$ cat src/design/psh_filter_pkg.sv
package psh_filter_pkg;

  localparam int unsigned CfgDataW   = 15;
  localparam int unsigned CfgIndexW  = 3;
  localparam int unsigned PeakThrW   = 15;
  localparam int unsigned WidthThrW  = 12;

  // register indexes of the configuration port
  localparam logic [CfgIndexW-1:0] CFG_GROUP_PEAK_MIN   = 3'd0;
  localparam logic [CfgIndexW-1:0] CFG_MULTI_PEAK_MIN   = 3'd1;
  localparam logic [CfgIndexW-1:0] CFG_MULTI_WIDTH_MIN  = 3'd2;
  localparam logic [CfgIndexW-1:0] CFG_SINGLE_PEAK_MIN  = 3'd3;
  localparam logic [CfgIndexW-1:0] CFG_SINGLE_WIDTH_MIN = 3'd4;

  // reset values, Q.4 rounded down
  localparam logic [PeakThrW-1:0]  GROUP_PEAK_RST   = 15'd96;
  localparam logic [PeakThrW-1:0]  MULTI_PEAK_RST   = 15'd192;
  localparam logic [WidthThrW-1:0] MULTI_WIDTH_RST  = 12'd60;
  localparam logic [PeakThrW-1:0]  SINGLE_PEAK_RST  = 15'd160;
  localparam logic [WidthThrW-1:0] SINGLE_WIDTH_RST = 12'd57;

  localparam logic OP_HIT = 1'b0;
  localparam logic OP_END = 1'b1;

  localparam logic signed [15:0] AMP_MOST_NEG = 16'sh8000;
  localparam logic [7:0]         DOF_ONE      = 8'd1;

  typedef struct packed {
    logic               operation;
    logic [15:0]        hit_key;
    logic signed [15:0] hit_amplitude;
    logic [11:0]        hit_width;
    logic [7:0]         hit_dof;
    logic [7:0]         snippet_position;
  } in_item_t;

  typedef struct packed {
    logic [15:0]        out_key;
    logic signed [15:0] out_amplitude;
    logic [11:0]        out_width;
    logic [7:0]         out_dof;
    logic               last_in_run;
  } out_item_t;

  typedef struct packed {
    logic [15:0]        key;
    logic signed [15:0] amp;
    logic [11:0]        width;
    logic [7:0]         dof;
  } entry_t;

  typedef struct packed {
    logic accept;
    logic store;
    logic clear;
    logic idx_clr;
    logic idx_inc;
    logic rd_en;
    logic load_pend;
    logic push_pend;
    logic push_last;
    logic drop_pend;
  } cmd_t;

  typedef struct packed {
    logic close;
    logic is_end;
    logic pass;
    logic pend_valid;
    logic out_free;
    logic idx_last;
  } sts_t;

endpackage

$ cat src/design/psh_filter_ctrl.sv
module psh_filter_ctrl (
  input  logic                 clk_i,
  input  logic                 rst_ni,
  input  logic                 in_valid_i,
  output logic                 in_stall_o,
  input  psh_filter_pkg::sts_t sts_i,
  output psh_filter_pkg::cmd_t cmd_o
);
  import psh_filter_pkg::*;

  typedef enum logic [2:0] {
    S_IDLE,
    S_STORE,
    S_READ,
    S_EVAL,
    S_FLUSH
  } state_e;

  state_e state_q, state_d;

  assign in_stall_o = (state_q != S_IDLE);

  always_comb begin
    cmd_o   = '0;
    state_d = state_q;
    case (state_q)
      S_IDLE: begin
        if (in_valid_i) begin
          cmd_o.accept  = 1'b1;
          cmd_o.idx_clr = 1'b1;
          if (sts_i.close) begin
            state_d = S_READ;
          end else if (!sts_i.is_end) begin
            state_d = S_STORE;
          end
        end
      end
      S_STORE: begin
        cmd_o.store = 1'b1;
        state_d     = S_IDLE;
      end
      S_READ: begin
        cmd_o.rd_en = 1'b1;
        state_d     = S_EVAL;
      end
      S_EVAL: begin
        // a second selected hit has to push the held one out first
        if (!(sts_i.pass && sts_i.pend_valid && !sts_i.out_free)) begin
          if (sts_i.pass) begin
            cmd_o.load_pend = 1'b1;
            cmd_o.push_pend = sts_i.pend_valid;
          end
          cmd_o.idx_inc = 1'b1;
          state_d       = sts_i.idx_last ? S_FLUSH : S_READ;
        end
      end
      S_FLUSH: begin
        if (!sts_i.pend_valid || sts_i.out_free) begin
          cmd_o.push_pend = sts_i.pend_valid;
          cmd_o.push_last = 1'b1;
          cmd_o.drop_pend = 1'b1;
          cmd_o.clear     = 1'b1;
          state_d         = sts_i.is_end ? S_IDLE : S_STORE;
        end
      end
      default: begin
        state_d = S_IDLE;
      end
    endcase
  end

  always_ff @(posedge clk_i or negedge rst_ni) begin
    if (!rst_ni) begin
      state_q <= S_IDLE;
    end else begin
      state_q <= state_d;
    end
  end

endmodule

$ cat src/design/psh_filter_datapath.sv
module psh_filter_datapath #(
  parameter int unsigned MAX_HITS = 16
) (
  input  logic                                     clk_i,
  input  logic                                     rst_ni,
  input  logic                                     cfg_we_i,
  input  logic [psh_filter_pkg::CfgIndexW-1:0]     cfg_index_i,
  input  logic [psh_filter_pkg::CfgDataW-1:0]      cfg_data_i,
  input  psh_filter_pkg::in_item_t                 in_data_i,
  output logic                                     out_valid_o,
  input  logic                                     out_stall_i,
  output psh_filter_pkg::out_item_t                out_data_o,
  input  psh_filter_pkg::cmd_t                     cmd_i,
  output psh_filter_pkg::sts_t                     sts_o
);
  import psh_filter_pkg::*;

  localparam int unsigned CW = $clog2(MAX_HITS + 1);
  localparam int unsigned IW = $clog2(MAX_HITS);

  logic [PeakThrW-1:0]  group_peak_q, multi_peak_q, single_peak_q;
  logic [WidthThrW-1:0] multi_width_q, single_width_q;

  entry_t             mem_q [MAX_HITS];
  entry_t             rd_q;
  entry_t             pend_q;
  logic               pend_valid_q;
  in_item_t           item_q;
  logic [CW-1:0]      count_q;
  logic [IW-1:0]      idx_q;
  logic signed [15:0] max_q;
  logic [7:0]         prev_q;
  out_item_t          out_q;
  logic               out_valid_q;

  logic               out_free;
  logic               group_ok, multi_ok, single_ok;
  entry_t             wr_entry;

  // configuration registers
  always_ff @(posedge clk_i or negedge rst_ni) begin
    if (!rst_ni) begin
      group_peak_q   <= GROUP_PEAK_RST;
      multi_peak_q   <= MULTI_PEAK_RST;
      multi_width_q  <= MULTI_WIDTH_RST;
      single_peak_q  <= SINGLE_PEAK_RST;
      single_width_q <= SINGLE_WIDTH_RST;
    end else if (cfg_we_i) begin
      case (cfg_index_i)
        CFG_GROUP_PEAK_MIN:   group_peak_q   <= cfg_data_i[PeakThrW-1:0];
        CFG_MULTI_PEAK_MIN:   multi_peak_q   <= cfg_data_i[PeakThrW-1:0];
        CFG_MULTI_WIDTH_MIN:  multi_width_q  <= cfg_data_i[WidthThrW-1:0];
        CFG_SINGLE_PEAK_MIN:  single_peak_q  <= cfg_data_i[PeakThrW-1:0];
        CFG_SINGLE_WIDTH_MIN: single_width_q <= cfg_data_i[WidthThrW-1:0];
        default: begin
        end
      endcase
    end
  end

  // signed amplitude against unsigned thresholds, both widened to 17 bits
  assign group_ok  = $signed({max_q[15], max_q}) > $signed({2'b00, group_peak_q});
  assign multi_ok  = (rd_q.dof == DOF_ONE) ||
                     (($signed({rd_q.amp[15], rd_q.amp}) > $signed({2'b00, multi_peak_q})) &&
                      (rd_q.width > multi_width_q));
  assign single_ok = ($signed({rd_q.amp[15], rd_q.amp}) > $signed({2'b00, single_peak_q})) &&
                     (rd_q.width > single_width_q);

  assign out_free = !out_valid_q || !out_stall_i;

  always_comb begin
    sts_o            = '0;
    sts_o.close      = (count_q != '0) &&
                       ((in_data_i.operation == OP_END) || (prev_q >= in_data_i.snippet_position));
    sts_o.is_end     = (item_q.operation == OP_END);
    if (cmd_i.accept) begin
      sts_o.is_end = (in_data_i.operation == OP_END);
    end
    sts_o.pass       = (count_q == CW'(1)) ? single_ok : (group_ok && multi_ok);
    sts_o.pend_valid = pend_valid_q;
    sts_o.out_free   = out_free;
    sts_o.idx_last   = ({1'b0, idx_q} + (IW+1)'(1)) == (IW+1)'(count_q);
  end

  assign wr_entry = '{key:   item_q.hit_key,
                      amp:   item_q.hit_amplitude,
                      width: item_q.hit_width,
                      dof:   item_q.hit_dof};

  // snippet buffer, no reset: entries at or above the count are never read
  always_ff @(posedge clk_i) begin
    if (cmd_i.store && (count_q < CW'(MAX_HITS))) begin
      mem_q[count_q[IW-1:0]] <= wr_entry;
    end
    if (cmd_i.rd_en) begin
      rd_q <= mem_q[idx_q];
    end
    if (cmd_i.accept) begin
      item_q <= in_data_i;
    end
    if (cmd_i.load_pend) begin
      pend_q <= rd_q;
    end
    if (cmd_i.push_pend) begin
      out_q <= '{out_key:       pend_q.key,
                 out_amplitude: pend_q.amp,
                 out_width:     pend_q.width,
                 out_dof:       pend_q.dof,
                 last_in_run:   cmd_i.push_last};
    end
  end

  always_ff @(posedge clk_i or negedge rst_ni) begin
    if (!rst_ni) begin
      count_q      <= '0;
      max_q        <= AMP_MOST_NEG;
      prev_q       <= '0;
      idx_q        <= '0;
      pend_valid_q <= 1'b0;
      out_valid_q  <= 1'b0;
    end else begin
      if (cmd_i.accept) begin
        prev_q <= (in_data_i.operation == OP_END) ? 8'd0 : in_data_i.snippet_position;
      end
      if (cmd_i.clear) begin
        count_q <= '0;
        max_q   <= AMP_MOST_NEG;
      end else if (cmd_i.store && (count_q < CW'(MAX_HITS))) begin
        count_q <= count_q + CW'(1);
        if (item_q.hit_amplitude > max_q) begin
          max_q <= item_q.hit_amplitude;
        end
      end
      if (cmd_i.idx_clr) begin
        idx_q <= '0;
      end else if (cmd_i.idx_inc) begin
        idx_q <= idx_q + IW'(1);
      end
      if (cmd_i.load_pend) begin
        pend_valid_q <= 1'b1;
      end else if (cmd_i.drop_pend) begin
        pend_valid_q <= 1'b0;
      end
      if (cmd_i.push_pend) begin
        out_valid_q <= 1'b1;
      end else if (!out_stall_i) begin
        out_valid_q <= 1'b0;
      end
    end
  end

  assign out_valid_o = out_valid_q;
  assign out_data_o  = out_q;

endmodule

$ cat src/design/pulse_snippet_hit_filter_unit.sv
// Groups fitted pulse hits into snippets (a hit whose snippet position is not above the
// previous one starts a new snippet) and, when a snippet closes, emits its selected hits
// in buffer order with last_in_run on the final one; an end-of-event beat closes the
// last snippet. Hits past MAX_HITS in one snippet are dropped. One beat is taken at a
// time: a hit that does not close a snippet is accepted and then written to the buffer;
// a closing beat is accepted, each buffered hit is read and evaluated, a flush pushes
// any held hit, then a closing hit is written; the walk waits while a push meets a
// stalled output. The single-port snippet buffer is walked one entry per read and
// evaluate pair. The output register lets the walk go on while a result waits to be taken.
module pulse_snippet_hit_filter_unit #(
  parameter int unsigned MAX_HITS = 16
) (
  input  logic                                 clk_i,
  input  logic                                 rst_ni,
  input  logic                                 cfg_we_i,
  input  logic [psh_filter_pkg::CfgIndexW-1:0] cfg_index_i,
  input  logic [psh_filter_pkg::CfgDataW-1:0]  cfg_data_i,
  input  logic                                 in_valid_i,
  output logic                                 in_stall_o,
  input  psh_filter_pkg::in_item_t             in_data_i,
  output logic                                 out_valid_o,
  input  logic                                 out_stall_i,
  output psh_filter_pkg::out_item_t            out_data_o
);
  import psh_filter_pkg::*;

  cmd_t cmd;
  sts_t sts;

  psh_filter_ctrl u_ctrl (
    .clk_i      (clk_i),
    .rst_ni     (rst_ni),
    .in_valid_i (in_valid_i),
    .in_stall_o (in_stall_o),
    .sts_i      (sts),
    .cmd_o      (cmd)
  );

  psh_filter_datapath #(
    .MAX_HITS (MAX_HITS)
  ) u_datapath (
    .clk_i       (clk_i),
    .rst_ni      (rst_ni),
    .cfg_we_i    (cfg_we_i),
    .cfg_index_i (cfg_index_i),
    .cfg_data_i  (cfg_data_i),
    .in_data_i   (in_data_i),
    .out_valid_o (out_valid_o),
    .out_stall_i (out_stall_i),
    .out_data_o  (out_data_o),
    .cmd_i       (cmd),
    .sts_o       (sts)
  );

endmodule
$ cat config.mk
export PLATFORM = sky130hd
export DESIGN_NAME = pulse_snippet_hit_filter_unit
export DESIGN_NICKNAME = d
export VERILOG_FILES = /design/src/design/psh_filter_pkg.sv /design/src/design/psh_filter_ctrl.sv /design/src/design/psh_filter_datapath.sv /design/src/design/pulse_snippet_hit_filter_unit.sv
export SDC_FILE = /design/constraint.sdc
export NUM_CORES = 1
export LEC_CHECK = 0
export BUFFER_PORTS_ARGS = -buffer_cell sky130_fd_sc_hd__buf_2
export CELL_PAD_IN_SITES_DETAIL_PLACEMENT = 2
export CELL_PAD_IN_SITES_GLOBAL_PLACEMENT = 2
export CORE_MARGIN = 2
export CORE_UTILIZATION = 40
export DETAILED_ROUTE_END_ITERATION = 16
export GPL_TIMING_DRIVEN = 0
export PLACE_DENSITY_LB_ADDON = 0.1
export SYNTH_ARGS = -nofsm -noshare
export SYNTH_HDL_FRONTEND = slang
export SYNTH_HIERARCHICAL = 1
export SYNTH_SLANG_ARGS = --single-unit
$ cat constraint.sdc
create_clock -name clk_i -period 10.61 [get_ports clk_i]
set_clock_uncertainty 0.05 [all_clocks]
set_input_delay 0.5305 -clock clk_i [delete_from_list [all_inputs] [get_ports clk_i]]
set_output_delay 0.5305 -clock clk_i [all_outputs]
set_load 0.05 [all_outputs]
* Yosys cells after proc, flatten, opt, wreduce, memory -nomap -nowiden
Memories as Yosys holds them, arrays and structs flattened. A register that Yosys moved wholly into a read port is not among the register bits. Cells that the tools add are included.
Word-level totals: output and inout port bits 55, word-level logic and storage cells 122, input bits 84, RAM bits 832, memories kept 1, memory bits (read-only) 0, register bits 265, bits in latches 0
Memory list:
- u_datapath.mem_q | depth 16, width 52, rd ports 1, clocked after Yosys merged registers in 1, write ports 1, line psh_filter_datapath.sv:24 | entry_t mem_q [MAX_HITS];
Operators by class: $mul 0, div/mod/pow operators 0, shift operators 0, equality and inequality tests 16, bitwise operators 0, $add $sub $neg 3, mux-type cells 38, order comparisons 8, reductions and logical operators 30
Operator list (number):
- 16-bit > comparator | 4
- 16-bit 2-to-1 mux | 3
- 12-bit > comparator | 2
- 3-bit 2-to-1 mux | 7
- 1-bit 2-to-1 mux | 19
- 3-bit by 2-bit == test with 1-bit output, second input constant | 4
- 3-bit one-hot mux with 4 select lines | 1
- 2-bit AND reduction | 6
- 5-bit 2-to-1 mux | 2
- 8-bit by 1-bit == test with 1-bit output, second input constant | 1
- 8-bit greater-or-equal comparator | 1
- 4-bit 2-to-1 mux | 2
- 8-bit 2-to-1 mux | 1
- 2-bit nonzero test | 4
- 1-bit logical AND | 7
- 3-bit by 1-bit == test with 1-bit output, second input constant | 2
- 3-bit == test, second input constant | 2
- 3-bit zero test | 2
- 4-bit by 1-bit adder with 5-bit output, second input constant | 1
- 5-bit by 1-bit adder with 5-bit output, second input constant | 1
- 5-bit by 1-bit == test with 1-bit output, second input constant | 1
- 5-bit == test | 1
- 5-bit < comparator, second input constant | 1
- 5-bit nonzero test | 1
- other kinds (10) | 19

* Longest topological paths before layout
depth after elaboration 11, depth in mapped cells 12, depth with buffers taken out 12

* Modules after synthesis
The synthesis kept the hierarchy.
By module, submodules not included:
- psh_filter_datapath | sequential area each 33911.3 µm², area an instance 44818.0 µm², cells each 2493, times used 1
- psh_filter_ctrl | sequential area each 75.1 µm², area an instance 314.1 µm², cells each 38, times used 1

* Worst setup path before layout
No wires, ideal clock.
path kind register to register, from register u_datapath.single_width_q[5], to register u_datapath.out_q, in the netlist u_datapath/out_data_o[0] (enable), data required time 10.078 ns, cell stages (with the launch flop) 10, arrival 4.562 ns, buffers on the path 0, clock period less this slack 5.094 ns, library setup time 0.482 ns, path slack 5.516 ns, path through dfstp_2 inv_1 ha_1 nand4_1 nor4_1 or4b_1 a211oi_1 a32o_1 nand4b_1 a21oi_1
RTL lines:
- from (decl) | line psh_filter_datapath.sv:22 | logic [WidthThrW-1:0] multi_width_q, single_width_q;
- from (signal assigned) | line psh_filter_datapath.sv:54 | CFG_SINGLE_WIDTH_MIN: single_width_q <= cfg_data_i[WidthThrW-1:0];
- to (signal assigned) | line psh_filter_datapath.sv:105 | out_q <= '{out_key: pend_q.key,
- to (decl) | line psh_filter_datapath.sv:33 | out_item_t out_q;

==> flow_summary_export.csv <==
group,metric,value,unit
outcome,status,"complete, no violations",
logic_synthesis,post-synth-top-count-cell,"edfxtp_1",
critical_path,r2r_cells,8,
cts,cts-htree-levels,4,
critical_path,worst-path-buf-inv,1,
logic_synthesis,ys.flop_type,"edfxtp_1",
grt,use_met1,31.1,%
grt,overflow,0,
cts,cts-root-buf,"clkbuf_16",
pwr,power_density,261,nW/um^2
pwr,comb_power_share,24.4,%
logic_synthesis,synthDistinctLibCells,63,
route,drt_iter0_markers,1780,
pwr,p_sw_share,31.5,%
pwr,leakage,0.0185,uW
logic_synthesis,yosys.area.top_type,"edfxtp_1",
critical_path,crit_family,"compound AO/OA/AOI/OAI gates",
critical_path,critPathSlowestCell,"a21oi_4",
grt,grt_max_degree,76,
pwr,p_sw,4390,uW
cts,cts_max_path_buffers,3,
cts,cts_sinks,1149,
grt,grt_pass1_vias,28500,
pwr,p_int,9540,uW
critical_path,worstSetupPathType,"reg -> reg",
placement,portBuffers,138,
placement,dp_hpwl,89.0,mm
logic_synthesis,synth-edff-count,1042,
grt,antenna_found_initial,4,
route,via_per_inst,5.60,
finish,final_layout_size_suffix_gt1_share,20.5,%
placement,dpl_cell_area,48500,um^2
die,ios,139,
route,drc,0,
logic_synthesis,yosys_warnings,6,
cts,cts_tree,"yes",
die,num_rows,123,
critical_path,worstPathRequired,10.98,ns
logic_synthesis,synth_fp_nets,2713,
critical_path,worstPathMaxFanout,22,
logic_synthesis,postSynthCellCount,2531,
die,start_util,40.2,%
sta,maxSlewHeadroom,12.0,%
critical_path,worst_ep_arrival_time,4.81,ns
cts,post_cts_buffers,0,
pwr,p_seq_share,43.5,%
sta,tightest_slew,1.32,ns
die,fp.dieH,340,um
sta,hold_violations,0,
sta,fin_crit_sh,41.8,%
finish,fill_cells,10300,
logic_synthesis,async_reset_ff_share,9.31,%
job,drv_cap,0,
die,die_w,340,um
route,vias,25200,
sta,tns,0,ns
cts,cts_buffers,131,
critical_path,path_cells,"nor4_1 > and4b_1 > o21ai_0 > a31oi_1 > a32o_1 > nand4b_1 > a21oi_4 > buf_12",
logic_synthesis,ys_ff_latch,1149,
finish,layout-area-overhead-vs-synth,18.2,%
route,routed_wl,138,mm
logic_synthesis,ys_top_cells_by_area,"edfxtp_1, mux4_2, dfrtp_1",
finish,fin_nets,3082,
grt,grtUsageMet3,3.13,%
grt,gr-usage-all-layers,24.2,%
placement,place.gp.congestion,0.786,
logic_synthesis,synth_top_area_share,69.3,%
route,post_drt_wl_per_cell,30.8,um
cts,clkSlewWorstSetupHoldPaths,0.06,ns
pwr,p_clk_share,32.2,%
critical_path,cp_num_cells,8,
hold_path,hold_class,"in -> reg",
critical_path,critPathCaptureType,"flip-flop",
grt,grt_busiest_layer,"met2",
logic_synthesis,syn_avg_cell_area,17.8,um^2
critical_path,max_stage_delay,0.78,ns
sta,max_freq,225,MHz
hold_path,whs_path_depth,3,
sta,setup_viol,0,
route,final_antenna_net_count,0,
pwr,peakVddDrop,173,uV
die,dieArea,116000,um^2
logic_synthesis,syn_area,45100,um^2
finish,fin_util,47.6,%
route,drt_pass1_iterations,5,
grt,grt_pass1_wl,201,mm
sta,rsz0062_at_grt,"false",
sta,slew_violations,0,
cts,clkLatencyLatePin,0.75,ns
pwr,total_power,13900,uW
sta,min_period,4.44,ns
logic_synthesis,synthTopCellsByCount,"edfxtp_1, mux2i_1, o21ai_0",
finish,final_area,53400,um^2
grt,grt.met2_usage,42.8,%
critical_path,start_kind,"flip-flop",
logic_synthesis,yosysSeqAreaShare,75.3,%
die,coreArea,112000,um^2
-- power groups by stage --
stage	sequential (uW)	combinational, uW	clock, uW
final	6050	3400	4480
after global routing	6110	3670	4740
after CTS	6060	3450	4590
after detailed placement	6150	3380	0
after global placement	6160	3100	0
after floorplan	6000	2020	0
-- placed cells by master, fill, tap and decap left out, drive strengths merged, types with 3 or more instances in the layout --
| master | count |
|---|---|
| a2111oi | 3 |
| a211oi | 7 |
| a21o | 17 |
| a21oi | 77 |
| a221oi | 56 |
| a22oi | 52 |
| a31oi | 3 |
| and3 | 9 |
| buf | 223 |
| bufinv | 9 |
| clkbuf | 244 |
| clkinv | 37 |
| dfrtp | 92 |
| dfstp | 15 |
| dlygate4sd3 | 63 |
| edfxtp | 1042 |
| ha | 98 |
| inv | 116 |
| mux2 | 72 |
| mux2i | 175 |
| mux4 | 104 |
| nand2 | 127 |
| nand2b | 46 |
| nand3 | 8 |
| nand3b | 11 |
| nand4 | 13 |
| nor2 | 39 |
| nor2b | 8 |
| nor3 | 7 |
| nor3b | 3 |
| nor4 | 5 |
| o21ai | 179 |
| xnor2 | 5 |
| xor2 | 5 |
-- area by class of cell --
class	instances	area (um^2)	share of cell area, %
Sequential cell	1149	34000	63.7
Tap cell	1500	1880	3.52
Inverter	109	409	0.767
Buffer	118	556	1.04
Multi-Input combinational cell	1155	10300	19.3
Antenna cell	1	2.50	0.00469
Clock buffer	176	3630	6.81
Clock inverter	55	564	1.06
Timing Repair Buffer	236	2020	3.79
-- tightest hold or removal path: stages --
cell and delay, ns:
buf_2 0.13, nand2_1 0.07, o21ai_0 0.06
-- layer usage --
metal | part of all wire [%] | vias up
met5 | 0 | -
met4 | 2.4 | 0
met3 | 4.2 | 195
met2 | 52 | 658
met1 | 41 | 13600
li1 | - | 10700
-- per-stage QoR --
step	instances	hold slack [ns]	worst slack [ns]
2_1_floorplan	2531	0.185	5.52
3_3_place_gp	4169	0.351	0.957
3_5_place_dp	4204	0.356	6.06
4_1_cts	4498	0.00917	6.00
5_1_grt	4498	0.0350	5.98
6_report	4499	0.0491	6.17
-- state kept, by name (all words and copies together), names as in the netlist, 3 cells and up --
name                       flops
u_datapath/rd_q               52
u_datapath/multi_width_q      12
u_datapath/multi_peak_q       15
u_ctrl/state_q                 3
u_datapath/idx_q               4
u_datapath/mem_q             832
u_datapath/single_width_q     12
u_datapath/max_q              16
u_datapath/prev_q              8
u_datapath/out_data_o         53
u_datapath/pend_q             52
u_datapath/count_q             5
u_datapath/single_peak_q      15
u_datapath/group_peak_q       15
u_datapath/item_q             53
-- kinds of logic (layout without fill, tap and decap cells) --
family | count (synthesis) | in the layout | share of synthesized area [%]
adder cells (fa/ha/maj) | 98 | 98 | 2.72
AO/OA/AOI/OAI | 408 | 408 | 5.60
multiplexers | 351 | 351 | 10.9
buffers and inverters | 227 | 694 | 2.14
other | 0 | 1 | 0
flip-flops | 1149 | 1149 | 75.3
XOR/XNOR | 10 | 10 | 0.194
AND/OR/NAND/NOR | 288 | 288 | 3.15
-- worst paths after layout --
kind                                        from                          end  slack (ns)
setup reg to reg              u_datapath/rd_q[5]    u_datapath/out_data_o[43]        6.17
setup / recovery              u_datapath/rd_q[5]    u_datapath/out_data_o[43]        6.17
hold reg to reg            u_datapath/pend_q[10]    u_datapath/out_data_o[11]        0.37
min in group asynchronous                 rst_ni         u_datapath/prev_q[0]        0.24
hold / removal                    cfg_data_i[12]  u_datapath/multi_peak_q[12]        0.05
max in group asynchronous                 rst_ni         u_datapath/max_q[15]        9.47
-- repair_timing --
item                                   CTS  global route
resized for setup                        0             0
endpoints found under the hold margin   95             0
hold buffers                            63             0
Power figures use the tool's default switching activity.
